$ cat src/rtl/bld_pkg.sv
`default_nettype none
package bld_pkg;

  // sample width after masking, numerator and quotient widths
  localparam int SAMPLE_W = 10;
  localparam int NUM_W    = 19;
  localparam int VALUE_W  = 16;
  localparam int LEVEL_W  = 3;
  localparam int REPEAT_W = 8;
  localparam int CFG_IDX_W = 3;
  localparam int CFG_DATA_W = 16;

  // restoring divider runs one quotient bit per cycle
  localparam int DIV_STEPS = NUM_W;
  localparam int DIV_CNT_W = $clog2(DIV_STEPS);

  // scale constants
  localparam logic [8:0]  SCALE_RATIO = 9'h181;
  localparam logic [8:0]  SCALE_MV    = 9'd372;
  localparam logic [9:0]  OFFSET_MV   = 10'd770;
  localparam logic [VALUE_W-1:0] VALUE_SAT = 16'hFFFF;

  // level codes
  localparam logic [LEVEL_W-1:0] LEVEL_NONE = 3'd7;
  localparam logic [LEVEL_W-1:0] LEVEL_SKIP = 3'd2;

  // threshold registers
  localparam int THR_REGS = 5;
  localparam logic [VALUE_W-1:0] THR_RESET [THR_REGS] = '{
    16'd355, 16'd381, 16'd393, 16'd408, 16'd412
  };
  localparam logic [2:0] THR_COUNT_RESET = 3'd5;
  localparam logic [REPEAT_W-1:0] SETTLE_RESET = 8'd3;

  // register indexes
  localparam logic [CFG_IDX_W-1:0] REG_SCALE_MODE  = 3'd0;
  localparam logic [CFG_IDX_W-1:0] REG_THR_COUNT   = 3'd1;
  localparam logic [CFG_IDX_W-1:0] REG_THR_FIRST   = 3'd2;
  localparam logic [CFG_IDX_W-1:0] REG_THR_LAST    = 3'd6;
  localparam logic [CFG_IDX_W-1:0] REG_SETTLE      = 3'd7;

  // divider request and response
  typedef struct packed {
    logic                start;
    logic [NUM_W-1:0]    dividend;
    logic [SAMPLE_W-1:0] divisor;
  } bld_div_req_t;

  typedef struct packed {
    logic             done;
    logic [NUM_W-1:0] quotient;
  } bld_div_rsp_t;

endpackage
`default_nettype wire

$ cat src/rtl/bld_divider.sv
`default_nettype none
module bld_divider (
  input  wire logic                  clk,
  input  wire logic                  rst_n,
  input  wire bld_pkg::bld_div_req_t req,
  output bld_pkg::bld_div_rsp_t      rsp
);
  import bld_pkg::*;

  logic                 busy_r, busy_nxt;
  logic                 done_r, done_nxt;
  logic [DIV_CNT_W-1:0] cnt_r, cnt_nxt;
  logic [SAMPLE_W-1:0]  rem_r, rem_nxt;
  logic [NUM_W-1:0]     quo_r, quo_nxt;
  logic [SAMPLE_W-1:0]  div_r, div_nxt;
  logic [SAMPLE_W:0]    rem_sh;
  logic [SAMPLE_W:0]    rem_diff;
  logic                 fits;

  // one restoring step: shift in the next dividend bit, try a subtract
  assign rem_sh   = {rem_r, quo_r[NUM_W-1]};
  assign rem_diff = rem_sh - {1'b0, div_r};
  assign fits     = rem_sh >= {1'b0, div_r};

  always_comb begin
    busy_nxt = busy_r;
    done_nxt = 1'b0;
    cnt_nxt  = cnt_r;
    rem_nxt  = rem_r;
    quo_nxt  = quo_r;
    div_nxt  = div_r;
    if (req.start) begin
      busy_nxt = 1'b1;
      cnt_nxt  = '0;
      rem_nxt  = '0;
      quo_nxt  = req.dividend;
      div_nxt  = req.divisor;
    end else if (busy_r) begin
      rem_nxt = fits ? rem_diff[SAMPLE_W-1:0] : rem_sh[SAMPLE_W-1:0];
      quo_nxt = {quo_r[NUM_W-2:0], fits};
      cnt_nxt = cnt_r + 1'b1;
      if (cnt_r == DIV_CNT_W'(DIV_STEPS - 1)) begin
        busy_nxt = 1'b0;
        done_nxt = 1'b1;
      end
    end
  end

  // control state
  always_ff @(posedge clk) begin
    if (!rst_n) begin
      busy_r <= 1'b0;
      done_r <= 1'b0;
      cnt_r  <= '0;
    end else begin
      busy_r <= busy_nxt;
      done_r <= done_nxt;
      cnt_r  <= cnt_nxt;
    end
  end

  // datapath
  always_ff @(posedge clk) begin
    rem_r <= rem_nxt;
    quo_r <= quo_nxt;
    div_r <= div_nxt;
  end

  assign rsp.done     = done_r;
  assign rsp.quotient = quo_r;

endmodule
`default_nettype wire

$ cat src/rtl/bld_debounce.sv
`default_nettype none
module bld_debounce #(
  parameter int NSLOT = 5
) (
  input  wire logic                          clk,
  input  wire logic                          rst_n,
  input  wire logic                          update,
  input  wire logic [bld_pkg::VALUE_W-1:0]   value,
  input  wire logic [bld_pkg::VALUE_W-1:0]   thr [NSLOT],
  input  wire logic [2:0]                    thr_count,
  input  wire logic [bld_pkg::REPEAT_W-1:0]  settle_repeats,
  output logic      [bld_pkg::LEVEL_W-1:0]   level_nxt,
  output logic                               known_nxt
);
  import bld_pkg::*;

  logic [LEVEL_W-1:0]  cand_r, cand_nxt;
  logic [REPEAT_W-1:0] rep_r, rep_nxt;
  logic [LEVEL_W-1:0]  lvl_r;
  logic                known_r;
  logic [2:0]          cnt_eff;
  logic [LEVEL_W-1:0]  raw_lvl;
  logic [LEVEL_W-1:0]  raw;
  logic [REPEAT_W-1:0] settle;
  logic [REPEAT_W:0]   rep_inc;

  // clamp count to the implemented slots
  assign cnt_eff = (thr_count > 3'(NSLOT)) ? 3'(NSLOT) : thr_count;

  // first threshold at or above the value
  always_comb begin
    logic found;
    found   = 1'b0;
    raw_lvl = cnt_eff;
    for (int i = 0; i < NSLOT; i++) begin
      if (!found && (3'(i) < cnt_eff) && (value <= thr[i])) begin
        raw_lvl = 3'(i);
        found   = 1'b1;
      end
    end
  end

  // levels above the skipped one move down
  assign raw     = (raw_lvl > LEVEL_SKIP) ? raw_lvl - 1'b1 : raw_lvl;
  assign settle  = (settle_repeats == '0) ? REPEAT_W'(1) : settle_repeats;
  assign rep_inc = {1'b0, rep_r} + 1'b1;

  // repeat counter and report
  always_comb begin
    cand_nxt  = cand_r;
    rep_nxt   = rep_r;
    level_nxt = lvl_r;
    known_nxt = known_r;
    if (raw != cand_r) begin
      cand_nxt = raw;
      rep_nxt  = '0;
    end else if (rep_inc == {1'b0, settle}) begin
      rep_nxt   = rep_inc[REPEAT_W-1:0];
      level_nxt = cand_r;
      known_nxt = 1'b1;
    end else if (rep_inc > {1'b0, settle}) begin
      rep_nxt = settle - 1'b1;
    end else begin
      rep_nxt = rep_inc[REPEAT_W-1:0];
    end
  end

  always_ff @(posedge clk) begin
    if (!rst_n) begin
      cand_r  <= LEVEL_NONE;
      rep_r   <= '0;
      lvl_r   <= '0;
      known_r <= 1'b0;
    end else if (update) begin
      cand_r  <= cand_nxt;
      rep_r   <= rep_nxt;
      lvl_r   <= level_nxt;
      known_r <= known_nxt;
    end
  end

endmodule
`default_nettype wire

$ cat src/rtl/battery_level_debounce.sv
`default_nettype none
// battery level monitor with debounce
//
// input channel: in_valid / in_stall carry one request of two converter
// samples, supply and reference. in_stall is high while a request is being
// worked on, so one request is in the block at a time.
// result channel: out_valid / out_stall carry one result per request:
// the debounced level, whether any level is known yet, and the measured
// supply value. the result sits in an output register; a new request is
// taken while it waits.
// the numerator is loaded into the bit-serial divider at acceptance; the
// divider retires one quotient bit per cycle for every numerator bit, then
// hands over the quotient, which is quantized and debounced into the output
// register. a new request is taken only once the last one has finished;
// the input reopens when the result is registered.
// a stalled receiver holds the result; a finished request then waits in
// the last step until the output register is free.
// config: cfg_wr_en writes cfg_wdata to register cfg_index; write only
// while idle. reset restores all registers to their defaults and clears
// the debounce state (no level known).
module battery_level_debounce #(
  parameter int ADC_BITS        = 10,
  parameter int THRESHOLD_SLOTS = 5
) (
  input  wire logic                            clk,
  input  wire logic                            rst_n,
  input  wire logic                            in_valid,
  output logic                                 in_stall,
  input  wire logic [ADC_BITS-1:0]             in_supply_sample,
  input  wire logic [ADC_BITS-1:0]             in_reference_sample,
  output logic                                 out_valid,
  input  wire logic                            out_stall,
  output logic      [bld_pkg::LEVEL_W-1:0]     out_stable_level,
  output logic                                 out_level_known,
  output logic      [bld_pkg::VALUE_W-1:0]     out_measured_value,
  input  wire logic                            cfg_wr_en,
  input  wire logic [bld_pkg::CFG_IDX_W-1:0]   cfg_index,
  input  wire logic [bld_pkg::CFG_DATA_W-1:0]  cfg_wdata
);
  import bld_pkg::*;

  localparam int EFF_BITS = (ADC_BITS < SAMPLE_W) ? ADC_BITS : SAMPLE_W;
  localparam int NSLOT = (THRESHOLD_SLOTS < THR_REGS) ? THRESHOLD_SLOTS : THR_REGS;

  localparam logic [1:0] S_IDLE = 2'd0;
  localparam logic [1:0] S_DIV  = 2'd1;
  localparam logic [1:0] S_DONE = 2'd2;

  logic [1:0]            state_r, state_nxt;
  logic                  mode_r;
  logic [2:0]            thr_count_r;
  logic [VALUE_W-1:0]    thr_r [NSLOT];
  logic [REPEAT_W-1:0]   settle_r;
  logic                  ref_zero_r;
  logic                  out_valid_r;
  logic [LEVEL_W-1:0]    out_level_r;
  logic                  out_known_r;
  logic [VALUE_W-1:0]    out_value_r;
  logic [SAMPLE_W-1:0]   sup;
  logic [SAMPLE_W-1:0]   refs;
  logic [NUM_W-1:0]      numer;
  logic                  accept;
  logic                  finish;
  logic [VALUE_W-1:0]    value;
  logic [LEVEL_W-1:0]    level_nxt;
  logic                  known_nxt;
  bld_div_req_t          div_req;
  bld_div_rsp_t          div_rsp;

  // configuration registers
  always_ff @(posedge clk) begin
    if (!rst_n) begin
      mode_r      <= 1'b0;
      thr_count_r <= THR_COUNT_RESET;
      settle_r    <= SETTLE_RESET;
    end else if (cfg_wr_en) begin
      if (cfg_index == REG_SCALE_MODE) mode_r <= cfg_wdata[0];
      if (cfg_index == REG_THR_COUNT) thr_count_r <= cfg_wdata[2:0];
      if (cfg_index == REG_SETTLE) settle_r <= cfg_wdata[REPEAT_W-1:0];
    end
  end

  for (genvar g = 0; g < NSLOT; g++) begin : g_thr
    always_ff @(posedge clk) begin
      if (!rst_n) begin
        thr_r[g] <= THR_RESET[g];
      end else if (cfg_wr_en && (cfg_index == REG_THR_FIRST + CFG_IDX_W'(g))) begin
        thr_r[g] <= cfg_wdata[VALUE_W-1:0];
      end
    end
  end

  // masked samples and scaled numerator
  assign sup  = SAMPLE_W'(in_supply_sample[EFF_BITS-1:0]);
  assign refs = SAMPLE_W'(in_reference_sample[EFF_BITS-1:0]);
  assign numer = mode_r ? (NUM_W'(sup) * NUM_W'(SCALE_MV) + NUM_W'(OFFSET_MV))
                        : (NUM_W'(sup) * NUM_W'(SCALE_RATIO));

  assign in_stall = (state_r != S_IDLE);
  assign accept   = in_valid && !in_stall;
  assign finish   = (state_r == S_DONE) && (!out_valid_r || !out_stall);

  assign div_req.start    = accept;
  assign div_req.dividend = numer;
  assign div_req.divisor  = refs;

  bld_divider u_div (
    .clk   (clk),
    .rst_n (rst_n),
    .req   (div_req),
    .rsp   (div_rsp)
  );

  // saturate on zero reference or wide quotient
  assign value = (ref_zero_r || (div_rsp.quotient[NUM_W-1:VALUE_W] != '0))
                 ? VALUE_SAT : div_rsp.quotient[VALUE_W-1:0];

  bld_debounce #(.NSLOT(NSLOT)) u_deb (
    .clk            (clk),
    .rst_n          (rst_n),
    .update         (finish),
    .value          (value),
    .thr            (thr_r),
    .thr_count      (thr_count_r),
    .settle_repeats (settle_r),
    .level_nxt      (level_nxt),
    .known_nxt      (known_nxt)
  );

  // sequencer
  always_comb begin
    state_nxt = state_r;
    case (state_r)
      S_IDLE: if (accept) state_nxt = S_DIV;
      S_DIV:  if (div_rsp.done) state_nxt = S_DONE;
      S_DONE: if (finish) state_nxt = S_IDLE;
      default: state_nxt = S_IDLE;
    endcase
  end

  always_ff @(posedge clk) begin
    if (!rst_n) begin
      state_r <= S_IDLE;
    end else begin
      state_r <= state_nxt;
    end
  end

  always_ff @(posedge clk) begin
    if (accept) ref_zero_r <= (refs == '0);
  end

  // output register
  always_ff @(posedge clk) begin
    if (!rst_n) begin
      out_valid_r <= 1'b0;
      out_level_r <= '0;
      out_known_r <= 1'b0;
      out_value_r <= '0;
    end else if (finish) begin
      out_valid_r <= 1'b1;
      out_level_r <= level_nxt;
      out_known_r <= known_nxt;
      out_value_r <= value;
    end else if (!out_stall) begin
      out_valid_r <= 1'b0;
    end
  end

  assign out_valid          = out_valid_r;
  assign out_stable_level   = out_level_r;
  assign out_level_known    = out_known_r;
  assign out_measured_value = out_value_r;

endmodule
`default_nettype wire

$ cat config.mk
export PLATFORM = sky130hd
export DESIGN_NAME = battery_level_debounce
export DESIGN_NICKNAME = d
export VERILOG_FILES = /design/src/rtl/bld_pkg.sv /design/src/rtl/bld_divider.sv /design/src/rtl/bld_debounce.sv /design/src/rtl/battery_level_debounce.sv
export SDC_FILE = /design/constraint.sdc
export NUM_CORES = 1
export LEC_CHECK = 0
export ABC_AREA = 1
export BUFFER_PORTS_ARGS = -buffer_cell sky130_fd_sc_hd__buf_2
export CORE_AREA = 4 4 155 157
export CTS_CLUSTER_SIZE = 30
export DETAILED_ROUTE_END_ITERATION = 8
export DIE_AREA = 0 0 159 161
export HOLD_SLACK_MARGIN = 0.12
export PLACE_DENSITY = 0.72
export SKIP_CTS_REPAIR_TIMING = 1
export SKIP_LAST_GASP = 1
export SYNTH_ARGS = -nofsm -noshare
export SYNTH_HDL_FRONTEND = slang
export SYNTH_SLANG_ARGS = --single-unit
$ cat constraint.sdc
create_clock -name clk -period 9.5 [get_ports clk]
set_input_delay 1.425 -clock clk [delete_from_list [all_inputs] [get_ports clk]]
set_output_delay 1.425 -clock clk [all_outputs]
set_load 0.01 [all_outputs]
== After elaboration in Yosys (flattened, before gate mapping) ==
Cells that the tools add are included.
Storage, ports and cells
  register bits after elaboration: 173
  input port bits: 44
  logic and storage cells: 133
Operators by class
  add/sub/neg operators: 6
  multiply operators: 2
  magnitude comparators: 14
  equal/unequal tests: 16
  muxes and demuxes: 30
  bitwise gates (word level): 3
  reductions and logical operators: 40
Operators with widths (count)
  16-bit less-or-equal comparator: 5
  19-bit 2-to-1 mux: 3
  8-bit 2-to-1 mux: 4
  3-bit 2-to-1 mux: 7
  19-bit by 10-bit adder with 19-bit output (second input constant): 1
  10-bit by 9-bit multiplier with 19-bit output (second input constant): 1
  10-bit by 7-bit multiplier with 17-bit output (second input constant): 1
  1-bit logical AND: 16
  16-bit 2-to-1 mux: 1
  3-bit == test (second input constant): 4
  11-bit by 10-bit >= comparator with 1-bit output: 1
  10-bit zero test: 1
  1-bit 2-to-1 mux: 10
  10-bit 2-to-1 mux: 1
  10-bit subtractor: 1
  8-bit by 1-bit adder with 9-bit output (second input constant): 1
  9-bit by 8-bit == test with 1-bit output: 1
  9-bit by 8-bit greater-than comparator with 1-bit output: 1
  8-bit zero test: 1
  2-bit AND reduction: 4
  8-bit by 1-bit subtractor with 8-bit output (second input constant): 1
  1-bit zero test: 7
  3-bit by 2-bit == test with 1-bit output (second input constant): 2
  1-bit by 3-bit less-than comparator with 1-bit output (first input constant): 2
  24 further kinds: 34

== Depth between registers and ports, before layout ==
  word-level depth: 27
  gate-level depth with buffers: 32
  gate-level depth less buffers: 32

== By module ==
From an unflattened synthesis, not the netlist that was laid out.
Unflattened totals
  cell total of the unflattened synthesis: 1899
  area, all modules: 13624.3 sq um
Modules (own cells, without submodules)
  battery_level_debounce: times used 1, cells each 1004, area an instance 7337.0 sq um, seq. area each 2332.2 sq um
  bld_debounce: times used 1, cells each 582, area an instance 3751.1 sq um, seq. area each 300.3 sq um
  bld_divider: times used 1, cells each 313, area an instance 2536.2 sq um, seq. area each 1211.2 sq um

== Worst setup path after synthesis ==
Ideal clock, no wire load.
  path kind: input -> register
  start: in in_supply_sample[1]
  end: reg u_div.quo_r[18] (data pin)
  library setup time: 0.259 ns
  data arrival time: 4.806 ns
  setup slack: 4.436 ns
  stages: 23
  buffers on the path: 0
  path through: ha_1 inv_1 fa_1 fa_1 inv_1 fa_1 ha_1 inv_2 nor3_1 nand2_1 o211ai_2 nand2_1 nand2_1 nand2_1 nand2_1 nand3_1 nand2_1 nand2_1 nand2_1 xor2_1 a21oi_1 o21ai_1 a21oi_1
Between the ends
  longest elaborated chain between the ends: 4
  elaborated cells between the ends (all ways): 5
  classes of those cells: add/sub (1); mul (2); mux (2)
Ends and longest elaborated chain
  start: declaration: RTL line battery_level_debounce.sv:29  | input wire logic [ADC_BITS-1:0] in_supply_sample,
  10-bit by 7-bit multiplier with 17-bit output: RTL line battery_level_debounce.sv:96  | assign numer = mode_r ? (NUM_W'(sup) * NUM_W'(SCALE_MV) + NUM_W'(OFFSET_MV))
  19-bit by 10-bit adder with 19-bit output: RTL line battery_level_debounce.sv:96
  19-bit 2-to-1 mux (*): RTL line battery_level_debounce.sv:96
  19-bit 2-to-1 mux (*): RTL line bld_divider.sv:32  | if (req.start) begin
  via u_div.quo_nxt[18]: RTL line bld_divider.sv:14  | logic [NUM_W-1:0] quo_r, quo_nxt;
  end signal: assignment: RTL line bld_divider.sv:65  | quo_r <= quo_nxt;
  end: declaration: RTL line bld_divider.sv:14
Mark *: on every way through the listed nets, which the timed path passes. The rest lies on a longest branch.
A chain may end at the register's enable or synchronous reset.

== Worst setup path after layout ==
  start: in in_supply_sample[3]
  end: reg u_div.quo_r[16] (data pin)
Same word-level chain as after synthesis.

==> results.ini <==
[synthesis]
syn_inst = 1567
synth-edff-count = 30
synthTopCellsByCount = 268 x inv_1, 221 x nand2_1, 189 x ha_1, 171 x a21oi_1, 143 x dfxtp_1
synthMostInstantiatedCell = inv_1
synth.avg_cell_area_um2 = 7.82
synth.distinct_cells = 51
synth_area_leaders = dfxtp_1 23%, ha_1 19%, inv_1 8.2%, edfxtp_1 7.4%, a21oi_1 7.0%
syn_area_um2 = 12300
synth_flop_cell = dfxtp_1
synthesis.nets = 1823
synth_top_cell_by_area = dfxtp_1
ys_seq_area_share_pct = 30.7
yosysTopAreaCellShare_pct = 23.4
synth-warning-count = 0
ys_ff_latch = 173
ys_async_sr_fraction_pct = 0

[die]
fp.coreArea_um2 = 22500
fp.dieW_um = 159
boundaryPins = 66
row_count = 55
start_util_pct = 54.5
die-height_um = 161
die_area_um2 = 25600

[clocking]
cts.sinks = 173
insertion_delay_ns = 0.43
clk_path_buf_depth = 2
htree_levels = 4
numCtsBuffers = 17
root_buffer = clkbuf_16
cts_tree = built
clkTransAtPathRegs_ns = 0.07

[timing]
final-setup-viol-count = 0
clock_skew_ns = 0.0103
worstMarginPinSlew_ns = 1.14
slew_viol_final = 0
slew_headroom_pct = 23.8
rsz0062_at_grt = false
max_clock_freq_ghz = 0.197
setup_ws_ns = 4.42
fin_setup_tns_ns = 0
whs_ns = 0.446
min_period_ns = 5.08
hold_viol_final = 0
min_period_over_period_pct = 53.4

[detailed_routing]
remaining_drc_errors = 0
antenna_left = 0
first_pass_iters = 5
via_per_inst = 5.44
routedWlPerCell_um = 15.6
drt-initial-drc-count = 665
drt_wl_total_um = 29800
vias = 10400

[power]
finalPower_mw = 2.43
leakage_nw = 6.34
p_per_area_nw_per_um2 = 181
peakVddDrop_uv = 122

[critical_path]
max_stage_delay_ns = 0.54
cp-start-kind = primary input
worstPathRequired_ns = 9.77
cpLargestDelayFamily = adder cells
rr_worst_depth = 29
path_depth = 22
crit_fanout = 6
crit_path_end_kind = flip-flop
arrival_ns = 5.35
slowest_stage = fa_1
path_class = in -> reg
crit_path_frequent_cell = nand2_1
crit_chain = buf_2, ha_1, inv_1, fa_1, inv_1, fa_1, fa_1, ha_1, nand2_1, nor3_1, nand2_1, o211ai_2, nand2_1, nand2_1, nand2_1, nand2_1, xor2_1, nor2_2, nand2_1, xor2_1, nand2_1, a31oi_1
cp_num_buf_inv = 3

[job]
cap_violations = 0

[grt]
grt_util_all_layers_pct = 23.4
grt_max_degree = 121
grt_overflow = 0
antenna_found_initial = 0
grt_pass1_wl_um = 49300
grt_pass1_vias = 10000

[placement]
numPortBuffers = 65
hpwl_um = 22600
post-place-ws_ns = 3.96
gp_congestion = 0.921

[finish]
antenna_cells = 0
area_growth_pct = 9.72
final_util_pct = 59.7
nFillCells = 2045
fin_nets = 1869
layout-drive-gt1-share_pct = 9.29

[worst_hold_path]
hold_class = reg -> reg
hold_depth = 2

[run_status]
status = complete, no violations

[cell families after synthesis]
family	after synthesis	share of synthesized area (%)
AOI/OAI and AO/OA	395	17.7
xor gates and xnor gates	30	2.14
adders and majority gates	212	23.1
DFF	173	30.7
and+or+nand+nor	440	16.6
buffers and inverters	317	9.74
[cell usage in the layout, fill, tap and decap left out, drive strengths merged]
master / netlist / final
o21ai: 137 / 137
nand2: 241 / 241
buf: 6 / 70
nor3b: 1 / 1
nand4: 18 / 18
xor2: 21 / 21
nor4: 3 / 3
nand3b: 6 / 6
inv: 272 / 275
a22oi: 1 / 1
bufinv: 0 / 4
o221ai: 2 / 2
or2: 2 / 2
nor3: 15 / 15
o22ai: 10 / 10
ha: 189 / 189
nand3: 51 / 51
edfxtp: 30 / 30
a31oi: 24 / 24
clkinvlp: 0 / 1
o21a: 4 / 4
nor2: 100 / 100
fa: 23 / 23
o211ai: 35 / 35
o21bai: 1 / 1
o2111ai: 1 / 1
dfxtp: 143 / 143
clkbuf: 37 / 20
a211oi: 1 / 1
a21oi: 174 / 174
clkinv: 2 / 6
a21o: 4 / 4
xnor2: 9 / 9
o311ai: 1 / 1
and2: 3 / 3
[tightest hold or removal path: stages (launching register included)]
cell     delay, ns
dfxtp_1       0.31
inv_1         0.04
a21oi_1       0.05
[final timing paths]
kind	startpoint	to	slack [ns]
hold reg to reg	u_deb.known_r	u_deb.known_r	0.45
hold / removal	u_deb.known_r	u_deb.known_r	0.45
setup / recovery	in_supply_sample[3]	u_div.quo_r[16]	4.42
setup reg to reg	u_div.quo_r[18]	u_deb.cand_r[1]	5.13
[power breakdown]
| part | switching [mW] | internal (mW) | total, mW |
|---|---|---|---|
| Clock | 0.310 | 0.451 | 0.761 |
| Sequential | 0.0225 | 0.794 | 0.816 |
| Combinational | 0.546 | 0.307 | 0.853 |
[flip-flops by register name (all words and copies together) (netlist names)]
| signal | count |
|---|---|
| ref_zero_r | 1 |
| u_div.busy_r | 1 |
| u_deb.known_r | 1 |
| state_r | 2 |
| thr_r | 80 |
| u_div.done_r | 1 |
| u_deb.cand_r | 3 |
| u_div.div_r | 10 |
| u_div.quo_r | 19 |
| settle_r | 8 |
| u_deb.rep_r | 8 |
| u_div.rem_r | 10 |
| out_measured_value | 16 |
| thr_count_r | 3 |
| u_deb.lvl_r | 3 |
| mode_r | 1 |
| out_valid | 1 |
| u_div.cnt_r | 5 |
[metrics by stage]
stage,area [µm²],cells
2_1_floorplan,12300,1567
3_3_place_gp,12800,1879
3_5_place_dp,12800,1879
4_1_cts,13400,1911
5_1_grt,13400,1911
6_report,13400,1911
[layout make-up]
class	count	area, µm²	area share (%)
inverter	274	1030	7.65
sequential	173	3760	28.0
multi-input combinational	1077	7300	54.3
tap	285	357	2.65
clock buffer	20	447	3.32
timing repair buffer	70	363	2.70
clock inverter	12	184	1.37
[metal layers]
layer / global-route usage [%] / share of wire, % / vias to the layer above / routed length (µm)
met5: 0 / 0 / - / 0
met4: 6.47 / 2.0 / 0 / 590
met3: 3.62 / 4.6 / 38 / 1360
met2: 40.3 / 48 / 235 / 14500
met1: 30.9 / 45 / 4778 / 13400
li1: - / - / 5340 / -
No activity file was read; power rests on OpenSTA's default activity.
